## src/design/ehd_pkg.sv

```systemverilog
// Types, constants and date helpers for the Easter dates block.
package ehd_pkg;

	localparam int YEAR_W = 14;
	localparam int DAY_W  = 5;
	localparam int MON_W  = 3;
	localparam int OFF_W  = 7;

	// Reciprocal multipliers; each shift is noted beside its constant.
	localparam logic [12:0] RECIP100 = 13'd5243;   // >> 19
	localparam logic [14:0] RECIP19  = 15'd27595;  // >> 19
	localparam logic [5:0]  RECIP25  = 6'd41;      // >> 10
	localparam logic [7:0]  RECIP3   = 8'd171;     // >> 9
	localparam logic [9:0]  RECIP30  = 10'd547;    // >> 14
	localparam logic [7:0]  RECIP7   = 8'd147;     // >> 10

	localparam logic [MON_W-1:0] MON_FEB = 3'd2;
	localparam logic [MON_W-1:0] MON_MAR = 3'd3;
	localparam logic [MON_W-1:0] MON_APR = 3'd4;
	localparam logic [MON_W-1:0] MON_MAY = 3'd5;
	localparam logic [MON_W-1:0] MON_JUN = 3'd6;

	typedef struct packed {
		logic [MON_W-1:0] month;
		logic [DAY_W-1:0] day;
	} date_t;

	// Zero-based day offset from March 1 to month and day.
	function automatic date_t from_march(input logic [OFF_W-1:0] off);
		date_t r;
		priority if (off < 7'd31) begin
			r.month = MON_MAR;
			r.day   = DAY_W'(off + 7'd1);
		end else if (off < 7'd61) begin
			r.month = MON_APR;
			r.day   = DAY_W'(off - 7'd30);
		end else if (off < 7'd92) begin
			r.month = MON_MAY;
			r.day   = DAY_W'(off - 7'd60);
		end else begin
			r.month = MON_JUN;
			r.day   = DAY_W'(off - 7'd91);
		end
		return r;
	endfunction

	// Carnival lands in February when Easter is less than 49 days past March 1.
	function automatic date_t carnival_date(input logic [OFF_W-1:0] off, input logic leap);
		date_t r;
		logic [OFF_W-1:0] feb;
		feb = leap ? 7'd29 : 7'd28;
		if (off >= 7'd49) begin
			r = from_march(off - 7'd49);
		end else begin
			r.month = MON_FEB;
			r.day   = DAY_W'(feb + off - 7'd48);
		end
		return r;
	endfunction

endpackage

```

## src/design/ehd_if.sv

```systemverilog
// Valid/ready channel interfaces for years in and feast dates out.
interface ehd_year_if import ehd_pkg::*; ();
	logic              valid;
	logic              ready;
	logic [YEAR_W-1:0] year;

	modport source (output valid, output year, input ready);
	modport sink   (input valid, input year, output ready);
endinterface

interface ehd_dates_if import ehd_pkg::*; ();
	logic             valid;
	logic             ready;
	logic [1:0]       carnival_month;
	logic [DAY_W-1:0] carnival_day;
	logic [MON_W-1:0] good_friday_month;
	logic [DAY_W-1:0] good_friday_day;
	logic [MON_W-1:0] easter_month_out;
	logic [DAY_W-1:0] easter_day_out;
	logic [MON_W-1:0] ascension_month;
	logic [DAY_W-1:0] ascension_day;
	logic [MON_W-1:0] whitsun_month;
	logic [DAY_W-1:0] whitsun_day;

	modport source (
		output valid, input ready,
		output carnival_month, output carnival_day,
		output good_friday_month, output good_friday_day,
		output easter_month_out, output easter_day_out,
		output ascension_month, output ascension_day,
		output whitsun_month, output whitsun_day
	);
	modport sink (
		input valid, output ready,
		input carnival_month, input carnival_day,
		input good_friday_month, input good_friday_day,
		input easter_month_out, input easter_day_out,
		input ascension_month, input ascension_day,
		input whitsun_month, input whitsun_day
	);
endinterface

```

## src/design/easter_holiday_dates.sv

```systemverilog
// An accepted year moves through the stage registers to its result item on the output register.
// Throughput: one year per cycle while the output is not stalled; eight register stages, each advancing when it is
// empty or its successor advances, so bubbles close up behind a stalled output.
// Reset: arst_n clears the stage valid bits at once; the data registers are not reset.
// The computus runs as reciprocal multiplies by constants, at most two per stage.
module easter_holiday_dates import ehd_pkg::*; (
	input  logic        clk,
	input  logic        arst_n,
	ehd_year_if.sink    year_ch,
	ehd_dates_if.source dates_ch
);

	logic [8:1] vld_q;
	logic [8:1] en;

	// Stage 1: quotients by 100 and 19.
	logic [26:0] prod100;
	logic [28:0] prod19;
	logic [YEAR_W-1:0] y_s1;
	logic [7:0] b_s1;
	logic [9:0] q19_s1;

	// Stage 2: remainders and f.
	logic [13:0] t19, t100;
	logic [14:0] pf;
	logic [4:0] a_s2;
	logic [7:0] b_s2;
	logic [6:0] c_s2;
	logic [2:0] f_s2;
	logic [1:0] ylo_s2;

	// Stage 3: g and the century and year splits.
	logic [8:0] gnum;
	logic [16:0] pg;
	logic [4:0] a_s3;
	logic [7:0] b_s3;
	logic [5:0] d_s3, g_s3;
	logic [1:0] e_s3, k_s3;
	logic [4:0] i_s3;
	logic leap_s3;

	// Stage 4: numerator of h.
	logic [9:0] v_s4;
	logic [4:0] a_s4;
	logic [1:0] e_s4, k_s4;
	logic [4:0] i_s4;
	logic leap_s4;

	// Stage 5: h.
	logic [19:0] p30;
	logic [9:0] t30;
	logic [4:0] h_s5, a_s5;
	logic [1:0] e_s5, k_s5;
	logic [4:0] i_s5;
	logic leap_s5;

	// Stage 6: l.
	logic [6:0] w;
	logic [14:0] p7;
	logic [6:0] t7;
	logic [2:0] l_s6;
	logic [4:0] h_s6, a_s6;
	logic leap_s6;

	// Stage 7: Easter offset from March 1.
	logic [8:0] mnum;
	logic [OFF_W-1:0] off_s7;
	logic leap_s7;

	// Stage 8: output register.
	date_t carn_s8, gfri_s8, east_s8, asc_s8, whit_s8;

	always_comb begin
		en[8] = !vld_q[8] || dates_ch.ready;
		for (int k = 7; k >= 1; k--) begin
			en[k] = !vld_q[k] || en[k+1];
		end
	end

	assign year_ch.ready = en[1];

	always_ff @(posedge clk or negedge arst_n) begin
		if (!arst_n) begin
			vld_q <= '0;
		end else begin
			if (en[1]) begin
				vld_q[1] <= year_ch.valid;
			end
			for (int k = 2; k <= 8; k++) begin
				if (en[k]) begin
					vld_q[k] <= vld_q[k-1];
				end
			end
		end
	end

	assign prod100 = 27'(year_ch.year) * 27'(RECIP100);
	assign prod19  = 29'(year_ch.year) * 29'(RECIP19);

	assign t19  = y_s1 - 14'(q19_s1) * 14'd19;
	assign t100 = y_s1 - 14'(b_s1) * 14'd100;
	assign pf   = (15'(b_s1) + 15'd8) * 15'(RECIP25);

	assign gnum = 9'(b_s2) - 9'(f_s2) + 9'd1;
	assign pg   = 17'(gnum) * 17'(RECIP3);

	assign p30 = 20'(v_s4) * 20'(RECIP30);
	assign t30 = v_s4 - 10'(p30[18:14]) * 10'd30;

	assign w  = 7'd32 + 7'({e_s5, 1'b0}) + 7'({i_s5, 1'b0}) - 7'(h_s5) - 7'(k_s5);
	assign p7 = 15'(w) * 15'(RECIP7);
	assign t7 = w - 7'(p7[14:10]) * 7'd7;

	assign mnum = 9'(a_s6) + 9'(h_s6) * 9'd11 + 9'(l_s6) * 9'd22;

	always_ff @(posedge clk) begin
		if (en[1]) begin
			y_s1   <= year_ch.year;
			b_s1   <= prod100[26:19];
			q19_s1 <= prod19[28:19];
		end
		if (en[2]) begin
			a_s2   <= t19[4:0];
			b_s2   <= b_s1;
			c_s2   <= t100[6:0];
			f_s2   <= pf[12:10];
			ylo_s2 <= y_s1[1:0];
		end
		if (en[3]) begin
			a_s3 <= a_s2;
			b_s3 <= b_s2;
			d_s3 <= b_s2[7:2];
			e_s3 <= b_s2[1:0];
			g_s3 <= pg[14:9];
			i_s3 <= c_s2[6:2];
			k_s3 <= c_s2[1:0];
			// Century years are leap only when the century count is a multiple of four.
			leap_s3 <= (ylo_s2 == 2'd0) && ((c_s2 != 7'd0) || (b_s2[1:0] == 2'd0));
		end
		if (en[4]) begin
			v_s4    <= 10'(a_s3) * 10'd19 + 10'(b_s3) - 10'(d_s3) - 10'(g_s3) + 10'd15;
			a_s4    <= a_s3;
			e_s4    <= e_s3;
			i_s4    <= i_s3;
			k_s4    <= k_s3;
			leap_s4 <= leap_s3;
		end
		if (en[5]) begin
			h_s5    <= t30[4:0];
			a_s5    <= a_s4;
			e_s5    <= e_s4;
			i_s5    <= i_s4;
			k_s5    <= k_s4;
			leap_s5 <= leap_s4;
		end
		if (en[6]) begin
			l_s6    <= t7[2:0];
			h_s6    <= h_s5;
			a_s6    <= a_s5;
			leap_s6 <= leap_s5;
		end
		if (en[7]) begin
			// The numerator never reaches twice 451, so m is a single compare.
			off_s7  <= 7'(h_s6) + 7'(l_s6) + 7'd21 - ((mnum >= 9'd451) ? 7'd7 : 7'd0);
			leap_s7 <= leap_s6;
		end
		if (en[8]) begin
			carn_s8 <= carnival_date(off_s7, leap_s7);
			gfri_s8 <= from_march(off_s7 - 7'd2);
			east_s8 <= from_march(off_s7);
			asc_s8  <= from_march(off_s7 + 7'd39);
			whit_s8 <= from_march(off_s7 + 7'd49);
		end
	end

	assign dates_ch.valid             = vld_q[8];
	assign dates_ch.carnival_month    = carn_s8.month[1:0];
	assign dates_ch.carnival_day      = carn_s8.day;
	assign dates_ch.good_friday_month = gfri_s8.month;
	assign dates_ch.good_friday_day   = gfri_s8.day;
	assign dates_ch.easter_month_out  = east_s8.month;
	assign dates_ch.easter_day_out    = east_s8.day;
	assign dates_ch.ascension_month   = asc_s8.month;
	assign dates_ch.ascension_day     = asc_s8.day;
	assign dates_ch.whitsun_month     = whit_s8.month;
	assign dates_ch.whitsun_day       = whit_s8.day;

endmodule

```

## src/flat_wrapper.sv

```systemverilog
// flat-port wrapper written by rule: the top's interface ports become plain ports
module easter_holiday_dates_flat import ehd_pkg::*;
  (clk, arst_n, year_ch_valid, year_ch_year, year_ch_ready, dates_ch_valid, dates_ch_ready, dates_ch_carnival_month, dates_ch_carnival_day, dates_ch_good_friday_month, dates_ch_good_friday_day, dates_ch_easter_month_out, dates_ch_easter_day_out, dates_ch_ascension_month, dates_ch_ascension_day, dates_ch_whitsun_month, dates_ch_whitsun_day);
  ehd_year_if year_ch_i ();
  ehd_dates_if dates_ch_i ();
  input  logic clk;
  input  logic arst_n;
  input wire logic [$bits(year_ch_i.valid)-1:0] year_ch_valid;
  input wire logic [$bits(year_ch_i.year)-1:0] year_ch_year;
  output wire logic [$bits(year_ch_i.ready)-1:0] year_ch_ready;
  output wire logic [$bits(dates_ch_i.valid)-1:0] dates_ch_valid;
  input wire logic [$bits(dates_ch_i.ready)-1:0] dates_ch_ready;
  output wire logic [$bits(dates_ch_i.carnival_month)-1:0] dates_ch_carnival_month;
  output wire logic [$bits(dates_ch_i.carnival_day)-1:0] dates_ch_carnival_day;
  output wire logic [$bits(dates_ch_i.good_friday_month)-1:0] dates_ch_good_friday_month;
  output wire logic [$bits(dates_ch_i.good_friday_day)-1:0] dates_ch_good_friday_day;
  output wire logic [$bits(dates_ch_i.easter_month_out)-1:0] dates_ch_easter_month_out;
  output wire logic [$bits(dates_ch_i.easter_day_out)-1:0] dates_ch_easter_day_out;
  output wire logic [$bits(dates_ch_i.ascension_month)-1:0] dates_ch_ascension_month;
  output wire logic [$bits(dates_ch_i.ascension_day)-1:0] dates_ch_ascension_day;
  output wire logic [$bits(dates_ch_i.whitsun_month)-1:0] dates_ch_whitsun_month;
  output wire logic [$bits(dates_ch_i.whitsun_day)-1:0] dates_ch_whitsun_day;
  assign year_ch_i.valid = year_ch_valid;
  assign year_ch_i.year = year_ch_year;
  assign year_ch_ready = year_ch_i.ready;
  assign dates_ch_valid = dates_ch_i.valid;
  assign dates_ch_i.ready = dates_ch_ready;
  assign dates_ch_carnival_month = dates_ch_i.carnival_month;
  assign dates_ch_carnival_day = dates_ch_i.carnival_day;
  assign dates_ch_good_friday_month = dates_ch_i.good_friday_month;
  assign dates_ch_good_friday_day = dates_ch_i.good_friday_day;
  assign dates_ch_easter_month_out = dates_ch_i.easter_month_out;
  assign dates_ch_easter_day_out = dates_ch_i.easter_day_out;
  assign dates_ch_ascension_month = dates_ch_i.ascension_month;
  assign dates_ch_ascension_day = dates_ch_i.ascension_day;
  assign dates_ch_whitsun_month = dates_ch_i.whitsun_month;
  assign dates_ch_whitsun_day = dates_ch_i.whitsun_day;
  easter_holiday_dates u_core (.clk(clk), .arst_n(arst_n), .year_ch(year_ch_i), .dates_ch(dates_ch_i));
endmodule
```

## config.mk

```make
export PLATFORM = sky130hd
export DESIGN_NAME = easter_holiday_dates_flat
export DESIGN_NICKNAME = d
export VERILOG_FILES = /design/src/design/ehd_pkg.sv /design/src/design/ehd_if.sv /design/src/design/easter_holiday_dates.sv /design/src/flat_wrapper.sv
export SDC_FILE = /design/constraint.sdc
export NUM_CORES = 1
export LEC_CHECK = 0
export BUFFER_PORTS_ARGS = -buffer_cell sky130_fd_sc_hd__buf_4
export CORE_ASPECT_RATIO = 0.9
export CORE_UTILIZATION = 25
export CTS_BUF_LIST = sky130_fd_sc_hd__clkbuf_4 sky130_fd_sc_hd__clkbuf_8 sky130_fd_sc_hd__clkbuf_16
export DETAILED_ROUTE_END_ITERATION = 16
export PLACE_DENSITY_LB_ADDON = 0.12
export SLEW_MARGIN = 30
export SYNTH_ARGS = -nofsm -noshare
export SYNTH_HDL_FRONTEND = slang
export SYNTH_SLANG_ARGS = --single-unit
```

## constraint.sdc

```tcl
create_clock -name clk -period 7.1 [get_ports clk]
set_clock_uncertainty 0.05 [all_clocks]
set_input_delay 0.355 -clock clk [delete_from_list [all_inputs] [get_ports clk]]
set_output_delay 0.355 -clock clk [all_outputs]
set_load 0.01 [all_outputs]
```

==> results.ini <==
[min_path]
min-delay-path-class = primary input to flop

[final_layout]
areaGrowthSynthToFinish_pct = 12.15
nets = 2663
stdcell_count = 3118
final_util = 0.2849
drive_gt1_frac = 0.07268
nFillCells = 8736

[drt]
detail_route.wl_per_cell_um = 14.45
drt-pass1-iter-count = 5
drt_iter0_markers = 422
drc = 0
postRouteAntennaNets = 0
vias = 12887
wirelength_um = 45040
post_drt_via_cell_ratio = 4.133

[floorplan]
die_x_um = 308.3
ioPinCount = 59
core_um2 = 83080
die_h_um = 277.6
rows = 100
die-area_um2 = 85580
start_util = 0.2540

[grt]
grt_pass1_vias = 14039
grt_pass1_wl_um = 75180
grtUsageTotal = 0.1122
grt_max_degree = 40
grt_overflow_total = 0
antenna_found_initial = 2

[synth]
synth_async_sr_flop_share = 0.04348
ys_seq_area_frac = 0.2599
synth_warnings = 0
syn_area_um2 = 21100
synth_ff_type = edfxtp_1
synth_area_leaders = ha_1, edfxtp_1, fa_1
netlist.area_leader.share = 0.2716
synth_top_area_cell = ha_1
synth_nets = 2588
synth-seq-cells = 184
ys_types = 77
synth_cells = 1907
synth-edff-count = 176
syn_area_per_cell_um2 = 11.07

[timing]
setup_violations = 0
relSlewSlack = 0.4121
fin_crit_sh = 0.9469
min_period_ns = 6.723
drv_slew = 0
worst_pin_slew_ns = 0.8756
finalHoldViolCount = 0
tns_ns = 0
max_freq_mhz = 148.7
fin_ws_ns = 0.3772
rsz0062_at_grt = yes

[placement]
port-buffer-count = 58
gp_congestion = 0.7738
dp_hpwl_um = 38520
dp_cells = 3080
place_ws_ns = -0.05437

[cts]
cts_buffers = 17
clockBufferDepth = 2
clk_pin_slew_ns = 0.08
cts_tree = built
clock_latency_ns = 0.48
cts_sinks = 184
clock_tree.root_cell = clkbuf_16
htreeDepth = 4

[run]
maxCapViolations = 0

[critical_path]
slowest_delay_ns = 0.51
crit_path_end_kind = flop
required_ns = 7.28
cp_max_fo = 3
slowest_stage = fa_1
criticalPathCategory = flop to flop
startpoint_type = flop
critPathArrivalTime_ns = 6.91

[status]
status = finished clean

## synthesized netlist by cell type, types with 17 or more instances
library cell	number
a21oi_1	76
inv_1	444
a21o_1	44
xnor2_1	102
fa_1	205
xor2_1	34
o21ai_0	39
edfxtp_1	176
ha_1	458
nor2_1	45
nand3_1	22
nand2_1	48
nor3_1	17
## final cells by class
class	count	area (um^2)	area share
multi-input cells	1259	13940	0.5891
flip-flops and latches	184	5485	0.2318
inverters	446	1674	0.07074
well taps	1122	1404	0.05932
repair buffers	74	558.0	0.02358
clock buffers	17	425.4	0.01798
clock inverters	15	175.2	0.007402
diodes	1	2.502	0.0001057
## path summary, 6_finish.rpt
path	startpoint	end	slack [ns]	cells after the start
worst max register to register	u_core.h_s5[1]	u_core.l_s6[2]	0.38	32
worst min register to register	u_core.a_s2[1]	u_core.a_s3[1]	0.37	0
max in group asynchronous	arst_n	u_core.vld_q[5]	6.66	2
min in group asynchronous	arst_n	u_core.vld_q[7]	0.19	2
worst max-delay path	u_core.h_s5[1]	u_core.l_s6[2]	0.38	32
worst min-delay path	year_ch_year[2]	u_core.y_s1[2]	0.16	1
## state kept, by name (all words and copies together) (netlist names), 7 cells and up
signal,cells
u_core.b_s1,8
u_core.b_s2,8
u_core.off_s7,7
u_core.v_s4,10
u_core.vld_q,8
u_core.y_s1,7
## logic make-up after synthesis
group / count (synthesis) / share of synthesized area
buffers and inverters: 464 / 0.08419
muxes: 3 / 0.001482
and+or+nand+nor: 192 / 0.04607
adders and majority gates: 663 / 0.4660
DFF: 184 / 0.2599
xor gates and xnor gates: 137 / 0.05722
AOI/OAI and AO/OA: 264 / 0.08508
## stage by stage
step / cell area, um^2 / hold WS [ns]
after floorplan: 21100 / 0.009409
after global placement: 22920 / 0.1450
after detailed placement: 22930 / 0.1451
after CTS: 23570 / 0.1119
after global routing: 23660 / 0.1274
final: 23670 / 0.1568
## worst max-delay path: cells and delay by family (launching register included)
kind	cells	cell delay, ns
flip-flops	1	0.40
AND/OR/NAND/NOR	2	0.28
adder cells (fa/ha/maj)	10	3.37
buffers and inverters	6	0.34
AO/OA/AOI/OAI	8	1.20
XOR/XNOR	6	0.84
## per-layer routing
metal	up-vias	global-route usage	routed length [um]
met1	6200	0.1581	23180
met5	-	0	0
li1	6545	-	-
met4	0	0.02641	472
met3	25	0.01948	1143
met2	117	0.1772	20240
## cells in the final DEF, fill, tap and decap left out, types with 6 or more instances in the layout
cell         n
nand3_1     22
clkbuf_16   17
a21o_1      44
nand4_1      8
a211o_1      6
nor2b_1     10
inv_1      440
a211oi_1     7
dfrtp_1      8
and2_1       6
nand2b_1     6
o31ai_1      6
ha_1       455
nor3_1      17
o21a_1      10
nand2_1     46
o21bai_1    14
a21oi_1     71
xor2_1      32
nor2_1      45
buf_4       73
o21ai_0     38
xnor2_1    100
a31oi_1     11
edfxtp_1   176
fa_1       203
## timing repair
item	CTS	global route
pin swaps	4	29
buffers inserted	2	2
hold buffers	1	0
cloned	0	0
endpoints found under the setup margin	1	1
resized for setup	4	17
endpoints found under the hold margin	8	0
Power is left out: the tool's default activity adds up to more than one toggle a clock period on the data nets, which glitch-free logic cannot reach.
